[src/hdl/sps_pkg.sv]
// shared types and constants for the sha1 prefix nonce search core
package sps_pkg;
    localparam int unsigned NONCE_W = 64;
    localparam int unsigned WORD_W  = 32;
    localparam int unsigned SCHED_N = 16;
    localparam int unsigned DIGEST_BYTES = 20;
    localparam int unsigned MAX_PREFIX_BYTES = 6;

    // configuration register indexes
    localparam logic [2:0] REG_PREFIX_BYTES = 3'd0;
    localparam logic [2:0] REG_PREFIX_LEN   = 3'd1;
    localparam logic [2:0] REG_TARGET_W0    = 3'd2;
    localparam logic [2:0] REG_TARGET_W1    = 3'd3;
    localparam logic [2:0] REG_TARGET_W2    = 3'd4;
    localparam logic [2:0] REG_TARGET_LEN   = 3'd5;

    localparam logic [31:0] H0 = 32'h67452301;
    localparam logic [31:0] H1 = 32'hEFCDAB89;
    localparam logic [31:0] H2 = 32'h98BADCFE;
    localparam logic [31:0] H3 = 32'h10325476;
    localparam logic [31:0] H4 = 32'hC3D2E1F0;

    // control from the sequencer to the schedule window cells
    typedef struct packed {
        logic load;   // load the padded block
        logic shift;  // advance the window by one word
    } t_sched_ctl;

    typedef struct packed {
        logic [31:0] a;
        logic [31:0] b;
        logic [31:0] c;
        logic [31:0] d;
        logic [31:0] e;
    } t_hash_st;

    function automatic logic [31:0] rotl(input logic [31:0] x, input int unsigned n);
        rotl = (x << n) | (x >> (32 - n));
    endfunction

    function automatic logic [31:0] round_k(input logic [6:0] t);
        if (t < 7'd20)      round_k = 32'h5A827999;
        else if (t < 7'd40) round_k = 32'h6ED9EBA1;
        else if (t < 7'd60) round_k = 32'h8F1BBCDC;
        else                round_k = 32'hCA62C1D6;
    endfunction

    function automatic logic [31:0] round_f(input logic [6:0] t, input logic [31:0] b,
                                            input logic [31:0] c, input logic [31:0] d);
        if (t < 7'd20)      round_f = (b & c) | (~b & d);
        else if (t < 7'd40) round_f = b ^ c ^ d;
        else if (t < 7'd60) round_f = (b & c) | (b & d) | (c & d);
        else                round_f = b ^ c ^ d;
    endfunction
endpackage

[src/hdl/sps_sched_cell.sv]
// one word cell of the message schedule window
module sps_sched_cell import sps_pkg::*; (
    input  logic        i_clk,
    input  t_sched_ctl  i_ctl,
    input  logic [31:0] i_load_word,
    input  logic [31:0] i_next_word,
    output logic [31:0] o_word
);
    logic [31:0] r_word;

    // load or take the neighbor's word
    always_ff @(posedge i_clk) begin
        if (i_ctl.load) begin
            r_word <= i_load_word;
        end else if (i_ctl.shift) begin
            r_word <= i_next_word;
        end
    end

    assign o_word = r_word;
endmodule

[src/hdl/sps_sched_chain.sv]
// sixteen word schedule window built as a shifting chain of cells
module sps_sched_chain import sps_pkg::*; (
    input  logic           i_clk,
    input  t_sched_ctl     i_ctl,
    input  logic [511:0]   i_block,
    output logic [31:0]    o_w
);
    logic [31:0] w_cell [SCHED_N];
    logic [31:0] w_feed [SCHED_N];
    logic [31:0] w_new;

    // new word from taps t-3, t-8, t-14, t-16 (cell 0 is the oldest)
    assign w_new = rotl(w_cell[13] ^ w_cell[8] ^ w_cell[2] ^ w_cell[0], 1);

    genvar g;
    generate
        for (g = 0; g < SCHED_N; g++) begin : g_cell
            if (g == SCHED_N - 1) begin : g_tail
                assign w_feed[g] = w_new;
            end else begin : g_mid
                assign w_feed[g] = w_cell[g + 1];
            end
            sps_sched_cell u_cell (
                .i_clk       (i_clk),
                .i_ctl       (i_ctl),
                .i_load_word (i_block[511 - 32*g -: 32]),
                .i_next_word (w_feed[g]),
                .o_word      (w_cell[g])
            );
        end
    endgenerate

    assign o_w = w_cell[0];
endmodule

[src/hdl/sha1_prefix_pow_search_core.sv]
// sha1 prefix nonce search core: top level with sequencer, round unit and compare
//  channel | dir | beat contents (low bit up)
//  s_axis  | in  | tdata: range_start[63:0], range_end[127:64]
//  m_axis  | out | tdata: found[0], nonce[64:1], zero fill to 72 bits
//  cfg     | in  | i_cfg_we, i_cfg_idx (register index), i_cfg_data[63:0]
// each nonce runs one range check, one load, 80 rounds on a single round unit,
// one digest add and one compare. a job without a hit repeats these for every nonce
// in the range and ends with a final range check, after the idle state takes the beat.
// reset is synchronous and active low; it clears control and configuration.
// a result waits in the output register; a new job is taken once it is delivered.
module sha1_prefix_pow_search_core import sps_pkg::*; (
    input  logic         i_clk,
    input  logic         i_rst_n,
    input  logic         s_axis_tvalid,
    output logic         s_axis_tready,
    input  logic [127:0] s_axis_tdata,   // range_start, range_end
    output logic         m_axis_tvalid,
    input  logic         m_axis_tready,
    output logic [71:0]  m_axis_tdata,   // found, nonce, zero fill
    input  logic         i_cfg_we,
    input  logic [2:0]   i_cfg_idx,
    input  logic [63:0]  i_cfg_data
);
    localparam int unsigned PFX_W = 8 * MAX_PREFIX_BYTES;

    typedef enum logic [5:0] {
        S_IDLE  = 6'b000001,
        S_CHECK = 6'b000010,
        S_LOAD  = 6'b000100,
        S_ROUND = 6'b001000,
        S_ADD   = 6'b010000,
        S_CMP   = 6'b100000
    } t_state;

    t_state        r_state, n_state;
    logic [PFX_W-1:0] r_pfx;
    logic [2:0]    r_plen;
    logic [63:0]   r_tw0, r_tw1;
    logic [31:0]   r_tw2;
    logic [4:0]    r_tlen;
    logic [63:0]   r_nonce, r_end;
    logic [6:0]    r_round;
    t_hash_st      r_h;
    logic          r_out_valid, r_found;
    logic [63:0]   r_out_nonce;

    // configuration writes
    always_ff @(posedge i_clk) begin
        if (!i_rst_n) begin
            r_pfx <= '0; r_plen <= '0; r_tw0 <= '0; r_tw1 <= '0; r_tw2 <= '0; r_tlen <= '0;
        end else if (i_cfg_we) begin
            unique case (i_cfg_idx)
                REG_PREFIX_BYTES: r_pfx  <= i_cfg_data[PFX_W-1:0];
                REG_PREFIX_LEN:   r_plen <= i_cfg_data[2:0];
                REG_TARGET_W0:    r_tw0  <= i_cfg_data;
                REG_TARGET_W1:    r_tw1  <= i_cfg_data;
                REG_TARGET_W2:    r_tw2  <= i_cfg_data[31:0];
                REG_TARGET_LEN:   r_tlen <= i_cfg_data[4:0];
                default: ;
            endcase
        end
    end

    // padded block: prefix, nonce little endian, 0x80, zeros, bit length
    logic [3:0]   w_plen;
    logic [4:0]   w_tlen;
    logic [511:0] w_block;
    always_comb begin
        w_plen = (r_plen > 3'(MAX_PREFIX_BYTES)) ? 4'(MAX_PREFIX_BYTES) : {1'b0, r_plen};
        w_tlen = (r_tlen > 5'(DIGEST_BYTES)) ? 5'(DIGEST_BYTES) : r_tlen;
        w_block = '0;
        for (int i = 0; i < MAX_PREFIX_BYTES; i++) begin
            if (4'(i) < w_plen) w_block[511 - 8*i -: 8] = r_pfx[8*i +: 8];
        end
        for (int j = 0; j < 14; j++) begin
            if (4'(j) >= w_plen && 4'(j) < w_plen + 4'd8)
                w_block[511 - 8*j -: 8] = r_nonce[8*(j - int'(w_plen)) +: 8];
            if (4'(j) == w_plen + 4'd8) w_block[511 - 8*j -: 8] = 8'h80;
        end
        if (w_plen == 4'd6) w_block[511 - 8*14 -: 8] = 8'h80;
        w_block[15:0] = {9'd0, w_plen + 4'd8, 3'd0};
    end

    // schedule window
    t_sched_ctl  w_ctl;
    logic [31:0] w_w;
    assign w_ctl.load  = (r_state == S_LOAD);
    assign w_ctl.shift = (r_state == S_ROUND);

    sps_sched_chain u_sched (
        .i_clk   (i_clk),
        .i_ctl   (w_ctl),
        .i_block (w_block),
        .o_w     (w_w)
    );

    // digest byte compare against target
    logic [159:0] w_dig, w_tgt;
    logic         w_match;
    always_comb begin
        w_dig = {r_h.a, r_h.b, r_h.c, r_h.d, r_h.e};
        w_tgt = {r_tw0, r_tw1, r_tw2};
        w_match = 1'b1;
        for (int i = 0; i < DIGEST_BYTES; i++) begin
            if (5'(i) < w_tlen && w_dig[159 - 8*i -: 8] != w_tgt[159 - 8*i -: 8])
                w_match = 1'b0;
        end
    end

    logic w_take;
    assign s_axis_tready = (r_state == S_IDLE) && !r_out_valid;
    assign w_take = s_axis_tvalid && s_axis_tready;

    always_comb begin
        n_state = r_state;
        unique case (r_state)
            S_IDLE:  if (w_take) n_state = S_CHECK;
            S_CHECK: n_state = (r_nonce < r_end) ? S_LOAD : S_IDLE;
            S_LOAD:  n_state = S_ROUND;
            S_ROUND: if (r_round == 7'd79) n_state = S_ADD;
            S_ADD:   n_state = S_CMP;
            S_CMP:   n_state = w_match ? S_IDLE : S_CHECK;
            default: n_state = S_IDLE;
        endcase
    end

    // sequencer, round unit and result register
    always_ff @(posedge i_clk) begin
        if (!i_rst_n) begin
            r_state <= S_IDLE;
            r_out_valid <= 1'b0;
            r_round <= '0;
        end else begin
            r_state <= n_state;
            if (m_axis_tvalid && m_axis_tready) r_out_valid <= 1'b0;
            unique case (r_state)
                S_IDLE: if (w_take) begin
                    r_nonce <= s_axis_tdata[63:0];
                    r_end   <= s_axis_tdata[127:64];
                end
                S_CHECK: if (!(r_nonce < r_end)) begin
                    r_out_valid <= 1'b1; r_found <= 1'b0; r_out_nonce <= '0;
                end
                S_LOAD: begin
                    r_round <= '0;
                    r_h <= '{H0, H1, H2, H3, H4};
                end
                S_ROUND: begin
                    r_h.a <= rotl(r_h.a, 5) + round_f(r_round, r_h.b, r_h.c, r_h.d)
                             + r_h.e + round_k(r_round) + w_w;
                    r_h.b <= r_h.a;
                    r_h.c <= rotl(r_h.b, 30);
                    r_h.d <= r_h.c;
                    r_h.e <= r_h.d;
                    r_round <= r_round + 7'd1;
                end
                S_ADD: r_h <= '{r_h.a + H0, r_h.b + H1, r_h.c + H2, r_h.d + H3, r_h.e + H4};
                S_CMP: begin
                    if (w_match) begin
                        r_out_valid <= 1'b1; r_found <= 1'b1; r_out_nonce <= r_nonce;
                    end else begin
                        r_nonce <= r_nonce + 64'd1;
                    end
                end
                default: ;
            endcase
        end
    end

    assign m_axis_tvalid = r_out_valid;
    assign m_axis_tdata  = {7'd0, r_out_nonce, r_found};

    // a result appears only at the end of a job
    a_res_idle: assert property (@(posedge i_clk) disable iff (!i_rst_n)
        $rose(r_out_valid) |-> r_state == S_IDLE) else $error("result outside idle");
    // no new job while a result waits
    a_no_take: assert property (@(posedge i_clk) disable iff (!i_rst_n)
        r_out_valid |-> !s_axis_tready) else $error("job taken over pending result");
    // rounds end at eighty
    a_round: assert property (@(posedge i_clk) disable iff (!i_rst_n)
        r_state == S_ADD |-> r_round == 7'd80) else $error("round count wrong");
endmodule

[config.mk]
export PLATFORM = sky130hd
export DESIGN_NAME = sha1_prefix_pow_search_core
export DESIGN_NICKNAME = d
export VERILOG_FILES = /design/src/hdl/sps_pkg.sv /design/src/hdl/sps_sched_cell.sv /design/src/hdl/sps_sched_chain.sv /design/src/hdl/sha1_prefix_pow_search_core.sv
export SDC_FILE = /design/constraint.sdc
export NUM_CORES = 2
export LEC_CHECK = 0
export BUFFER_PORTS_ARGS = -buffer_cell sky130_fd_sc_hd__clkbuf_2
export CAP_MARGIN = 20
export CORE_ASPECT_RATIO = 1.4
export CORE_MARGIN = 5
export CORE_UTILIZATION = 55
export CTS_CLUSTER_DIAMETER = 120
export DETAILED_ROUTE_END_ITERATION = 6
export GPL_TIMING_DRIVEN = 0
export PLACE_DENSITY = 0.72
export SYNTH_ARGS = -nofsm -noshare
export SYNTH_HDL_FRONTEND = slang
export SYNTH_HIERARCHICAL = 1
export SYNTH_SLANG_ARGS = --single-unit
[constraint.sdc]
create_clock -name i_clk -period 10.4 [get_ports i_clk]
set_input_delay 3.12 -clock i_clk [delete_from_list [all_inputs] [get_ports i_clk]]
set_output_delay 3.12 -clock i_clk [all_outputs]
set_load 0.01 [all_outputs]
Word level (Yosys, flattened, before mapping)
Index checks and enable logic that the tools add are counted.
Word-level totals
  bits in registers: 1095
  logic and storage cells: 355
Operators by class
  $add $sub $neg: 26
  magnitude comparators: 60
  equal/unequal tests: 51
  shift operators: 14
  multiplexer cells: 97
  bitwise operators: 16
  reduce and logical (&&, ||, !) cells: 55
Operator list (number)
  32-bit two-way mux: 17
  64-bit by 7-bit indexed part select with 8-bit output: 8
  160-bit case mux with 3 select lines: 1
  64-bit by 8-bit indexed part select with 8-bit output: 6
  8-bit two-way mux: 35
  64-bit two-way mux: 4
  64-bit case mux with 2 select lines: 2
  8-bit != test: 20
  32-bit XOR: 5
  32-bit adder: 4
  32-bit bitwise AND: 4
  32-bit adder, second input constant: 3
  32-bit OR: 3
  64-bit by 1-bit adder with 64-bit output, second input constant: 1
  64-bit less-than comparator: 1
  4-bit by 5-bit less-than comparator with 1-bit output, first input constant: 8
  1-bit logical AND: 37
  6-bit case mux with 6 select lines: 1
  32-bit by 29-bit adder with 32-bit output, second input constant: 1
  32-bit by 31-bit adder with 32-bit output, second input constant: 1
  32-bit inverter: 1
  32-bit by 1-bit OR with 32-bit output: 1
  32-bit by 30-bit OR with 32-bit output: 1
  32-bit by 5-bit OR with 32-bit output: 1
  other kinds (57): 153

Depth between registers and ports, before layout
  depth in word-level cells: 26
  mapped depth: 21
  depth with buffers taken out: 19

Cells and area by module
Netlist, hierarchy kept.
Modules (own cells, without submodules)
  sha1_prefix_pow_search_core: times used 1, cells each 4158, area an instance 39170.1 µm², sequential area each 15204.6 µm²
  sps_sched_cell: times used 16, cells each 69, area an instance 1507.7 µm², sequential area each 960.9 µm²
  sps_sched_chain: times used 1, cells each 96, area an instance 840.8 µm², sequential area each 0.0 µm²

Worst setup path before layout
Ideal clock, no wire load.
  path type: input to register
  from: in i_rst_n
  to: reg r_h[100] in the netlist's numbering, enable pin
  arrival: 7327 ps
  data required time: 9873 ps
  setup slack: 2546 ps
  stages on the path: 4
  buffers on the path: 3
  cells stage by stage: clkbuf_1 -> clkbuf_1 -> clkbuf_1 -> o21a_1
On the way
  cells in the longest elaborated chain, start to end: 1
Ends and longest elaborated chain
  start, declared: line sha1_prefix_pow_search_core.sv:13  | input logic i_rst_n,
  2-bit AND reduction (no line)
  end signal, assigned: line sha1_prefix_pow_search_core.sv:146  | r_h <= '{H0, H1, H2, H3, H4};
  end signal, assigned: line sha1_prefix_pow_search_core.sv:157  | S_ADD: r_h <= '{r_h.a + H0, r_h.b + H1, r_h.c + H2, r_h.d + H3, r_h.e + H4};
  end, declared: line sha1_prefix_pow_search_core.sv:43  | t_hash_st r_h;
No other way between the ends.
A chain may end at the register's enable or synchronous reset.

Worst setup path after layout
  from: reg r_round[4]
  to: reg r_h[157] in the netlist's numbering, data pin
On the way
  cells in the longest elaborated chain, start to end: 11
  elaborated cells on any way between the ends: 18
  classes of those cells: add/sub (4); order compare (3); mux (11)
Ends and longest elaborated chain
  start, declared: line sha1_prefix_pow_search_core.sv:42  | logic [6:0] r_round;
  start signal, assigned: line sha1_prefix_pow_search_core.sv:155  | r_round <= r_round + 7'd1;
  7-bit by 6-bit less-than comparator with 1-bit output: line sps_pkg.sv:44, sps_pkg.sv:52
  32-bit two-way mux: line sps_pkg.sv:52  | else if (t < 7'd60) round_f = (b & c) | (b & d) | (c & d);
  32-bit two-way mux: line sps_pkg.sv:51  | else if (t < 7'd40) round_f = b ^ c ^ d;
  32-bit two-way mux: line sps_pkg.sv:50  | if (t < 7'd20) round_f = (b & c) | (~b & d);
  32-bit two-way mux: line sha1_prefix_pow_search_core.sv:136  | unique case (r_state)
  32-bit two-way mux: line sha1_prefix_pow_search_core.sv:129  | if (!i_rst_n) begin
  32-bit adder: line sha1_prefix_pow_search_core.sv:149  | r_h.a <= rotl(r_h.a, 5) + round_f(r_round, r_h.b, r_h.c, r_h.d)
  32-bit adder: line sha1_prefix_pow_search_core.sv:150  | + r_h.e + round_k(r_round) + w_w;
  32-bit adder * (2 in a row): line sha1_prefix_pow_search_core.sv:150
  160-bit case mux with 3 select lines *: line sha1_prefix_pow_search_core.sv:136
Every way passes the cells marked *; elsewhere a longest branch is shown, timed or not. The select of a mux whose other input is x is not followed.

==> impl_metrics.csv <==
group,metric,value,unit
sta,min_period_over_period,75.0,%
worst_setup_path,cp-startpoint,"r_round[4]$_SDFFE_PN0P_",
worst_setup_path,path_delay_family,"compound AO/OA/AOI/OAI gates",
clocking,cts_tree,"built",
placement,gp_congestion,1.09,
run_status,outcome,"finished, violations left",
synthesis,synth-main-ff-cell,"edfxtp_1",
clocking,htree_levels,3,
global_routing,antenna_found_initial,14,
global_routing,grt_max_degree,66,
global_routing,overflow,0,
worst_setup_path,r2r_start,"r_round[4]$_SDFFE_PN0P_",
global_routing,track_usage,35.8,%
finish,syn_to_final_growth,14.1,%
sta,grt_setup_unrepaired,"no",
synthesis,ys_async_sr_fraction,0,%
synthesis,yosys_warnings,6,
clocking,cts_setup_buffers,0,
worst_setup_path,reg2reg_setup_slack,2.60,ns
synthesis,netlist-cell-type-count,99,
route,vias,46700,
synthesis,yosys.area_share.adder,6.13,%
synthesis,synth_area,0.0641,mm2
power,power.density,137,mW/mm2
placement,io_buffers,264,
worst_setup_path,critPathCaptureType,"register",
clocking,clkLatencyLatePin,0.80,ns
route,drtIter0Drc,5149,
worst_setup_path,cp_max_fo,10,
worst_setup_path,cp-start-kind,"register",
synthesis,muxShareOfSynthArea,15.7,%
clocking,cts-root-buf,"clkbuf_16",
route,ant_nets,0,
sta,hold-worst-slack,0.475,ns
sta,fmax,128,MHz
min_path,hold_class,"register to register",
sta,setup_viol,0,
route,drc,1,
power,p_leak,0.0272,uW
sta,skew,0.0862,ns
synthesis,ys_ff_latch,1095,
worst_setup_path,worst-path-stages,19,
route,drt_first_pass_iters,7,
synthesis,syn_area_per_cell,12.0,um2
route,wl_per_cell,28.9,um
sta,max_slew.worst_pin.slew,1.26,ns
floorplan,die_y,414,um
power,ir_worst_vdd,0.000173,V
worst_setup_path,r2r_end,"r_h[157]$_DFFE_PP_",
worst_setup_path,crit_chain,"clkbuf_1 > a41o_1 > nor2_1 > nor2_1 > inv_1 > clkbuf_1 > o221ai_1 > fa_1 > inv_1 > fa_1 > ha_1 > a21oi_1 > o21ai_1 > a2111oi_0 > o21ai_0 > a211oi_1 > o21bai_1 > a21oi_1 > o211ai_1",
synthesis,yosys.area_share.simple,9.65,%
floorplan,ioPinCount,274,
finish,fin_nets,6606,
run_status,violations,"design-rule violations",
flow_run,maxCapViolations,0,
worst_setup_path,reg2regPathDepth,19,
worst_setup_path,max_stage_delay,0.89,ns
global_routing,grt_pass1_wl,321000,um
placement,dp_hpwl,170000,um
floorplan,dieArea,0.124,mm2
clocking,cts.repair.resized,0,
route,viasPerCell,6.02,
clocking,clock_path_buffers,3,
sta,post-route-min-period,7.80,ns
worst_setup_path,path_buf_inv,4,
finish,drive_above_1_share,19.8,%
synthesis,synth_compound_area_share,9.19,%
clocking,holdBufCountCts,0,
clocking,clock_sinks,1095,
worst_setup_path,required,10.84,ns
synthesis,synth_top_family_by_area,"multiplexers",
sta,tns,0,ns
route,postRouteWirelength,224000,um
worst_setup_path,critical_path_arrival,8.24,ns
synthesis,seq_area_frac_synth,47.7,%
sta,hold_viol_final,0,
floorplan,dieWidth,299,um
finish,fillCellCount,9131,
synthesis,syn-instance-count,5358,
synthesis,synth_edf_count,865,
floorplan,num_rows,148,
worst_setup_path,crit_slowest_cell,"nor2_1",
sta,slew_violations,0,
clocking,cts_buffers,107,
synthesis,synth_xor_area_share,6.44,%
sta,slew_headroom,16.2,%
worst_setup_path,endpoint,"r_h[157]$_DFFE_PP_",
floorplan,core,0.116,mm2
clocking,clk_pin_slew,0.07,ns
floorplan,initial_utilization,55.2,%
global_routing,grt_pass1_vias,46800,
worst_setup_path,path_class,"register to register",
tightest hold or removal path: stages (launching register included):
cell	delay [ns]
dfxtp_1	0.31
nand2_1	0.05
a21boi_0	0.07
through the flow:
| step | area, um2 | cells | util [%] | total power [uW] | worst slack [ns] |
|---|---|---|---|---|---|
| 2_1_floorplan | 65600 | 5759 | - | 5560 | 2.55 |
| 3_3_place_gp | 68800 | 7523 | 59.3 | 5930 | -0.111 |
| 3_5_place_dp | 69400 | 7544 | 59.7 | 5960 | 3.03 |
| 4_1_cts | 73000 | 7744 | 62.8 | 9980 | 2.92 |
| 5_1_grt | 73100 | 7756 | 63.0 | 10300 | 2.58 |
| 6_report | 73200 | 7765 | 63.0 | 9990 | 2.60 |
metal layers:
| layer | GRT usage [%] | share of wire (%) | up-vias |
|---|---|---|---|
| met4 | 31.3 | 11 | 10 |
| met2 | 58.8 | 47 | 2650 |
| met5 | 0 | 0.032 | - |
| met3 | 10.4 | 9.2 | 1018 |
| met1 | 37.5 | 32 | 22700 |
| li1 | - | - | 20300 |
flip-flops by register name, summed over array words and instances, names as in the netlist:
name / cells
r_out_nonce: 64
r_tw1: 64
r_pfx: 48
r_tw2: 32
r_found: 1
r_nonce: 64
r_tlen: 5
r_state: 6
r_h: 160
r_end: 64
u_sched/g_cell.u_cell/o_word: 512
r_round: 7
r_plen: 3
r_tw0: 64
m_axis_tvalid: 1
worst min-delay path by stage:
stage / start / endpoint / slack, ns / cells past startpoint
global route: r_tw0[56]$_SDFFE_PN0P_ / r_tw0[56]$_SDFFE_PN0P_ / 0.50 / 2
CTS: r_pfx[34]$_SDFFE_PN0P_ / r_pfx[34]$_SDFFE_PN0P_ / 0.47 / 2
global placement: r_pfx[1]$_SDFFE_PN0P_ / r_pfx[1]$_SDFFE_PN0P_ / 0.46 / 2
floorplan: r_pfx[24]$_SDFFE_PN0P_ / r_pfx[24]$_SDFFE_PN0P_ / 0.44 / 2
finish: r_pfx[34]$_SDFFE_PN0P_ / r_pfx[34]$_SDFFE_PN0P_ / 0.47 / 2
detailed placement: r_pfx[34]$_SDFFE_PN0P_ / r_pfx[34]$_SDFFE_PN0P_ / 0.46 / 2
synth_stat cells (32+ instances only):
master    instances  area share [%]
nand4_1          50            0.49
fa_1            120             3.7
nand2_1         746             4.4
clkbuf_1        248             1.5
xor2_1          197             2.7
buf_12           48             1.5
nor3_1           36            0.28
xnor2_1         270             3.7
mux4_2           71             2.5
o21ai_0         203             1.6
dfxtp_1         230             7.2
mux2i_1          82             1.3
ha_1            122             2.4
mux2_2           59             1.0
inv_1           235             1.4
and3_1           32            0.31
nor2_1          201             1.2
a21boi_0        216             2.5
and2_1           80            0.78
a21oi_1         159             1.2
mux2_4          464              11
edfxtp_1        865              41
nand3_1          66            0.52
cell usage in the layout, fill, tap and decap left out, types with 28 or more instances in the layout:
| master | instances |
|---|---|
| a21boi_0 | 216 |
| a21oi_1 | 158 |
| a221oi_1 | 28 |
| and2_1 | 79 |
| and3_1 | 31 |
| buf_12 | 52 |
| buf_2 | 32 |
| clkbuf_1 | 260 |
| clkbuf_16 | 108 |
| clkbuf_2 | 267 |
| conb_1 | 403 |
| dfxtp_1 | 230 |
| edfxtp_1 | 865 |
| fa_1 | 120 |
| ha_1 | 122 |
| inv_1 | 235 |
| mux2_2 | 59 |
| mux2_4 | 464 |
| mux2i_1 | 82 |
| mux4_2 | 71 |
| nand2_1 | 746 |
| nand3_1 | 66 |
| nand4_1 | 50 |
| nor2_1 | 200 |
| nor3_1 | 36 |
| o21ai_0 | 202 |
| o221ai_1 | 29 |
| xnor2_1 | 270 |
| xor2_1 | 197 |
cell type report:
class,count,area (um2),share of cell area [%]
plain buffers,385,2460,3.36
repair buffers,296,1980,2.70
clock buffers,130,2860,3.90
clock inverters,70,747,1.02
flip-flops and latches,1095,30600,41.8
diodes,10,25.0,0.0342
multi-input cells,4038,31700,43.4
inverters,241,905,1.24
well taps,1500,1880,2.57
power by group:
| group | switching [uW] | internal [uW] | total, uW | leakage, uW |
|---|---|---|---|---|
| Combinational | 618 | 382 | 1000 | 0.0162 |
| Sequential | 112 | 4800 | 4920 | 0.00926 |
| Clock | 1850 | 2220 | 4070 | 0.00176 |
| Total | 2580 | 7410 | 9990 | 0.0272 |
kinds of logic after synthesis:
family                   after synthesis
XOR/XNOR                             469
buffers and inverters                626
other                                  2
adder cells (fa/ha/maj)              242
AND/OR/NAND/NOR                     1359
AO/OA/AOI/OAI                        889
flip-flops                          1095
multiplexers                         676
Power figures use the tool's default switching activity.
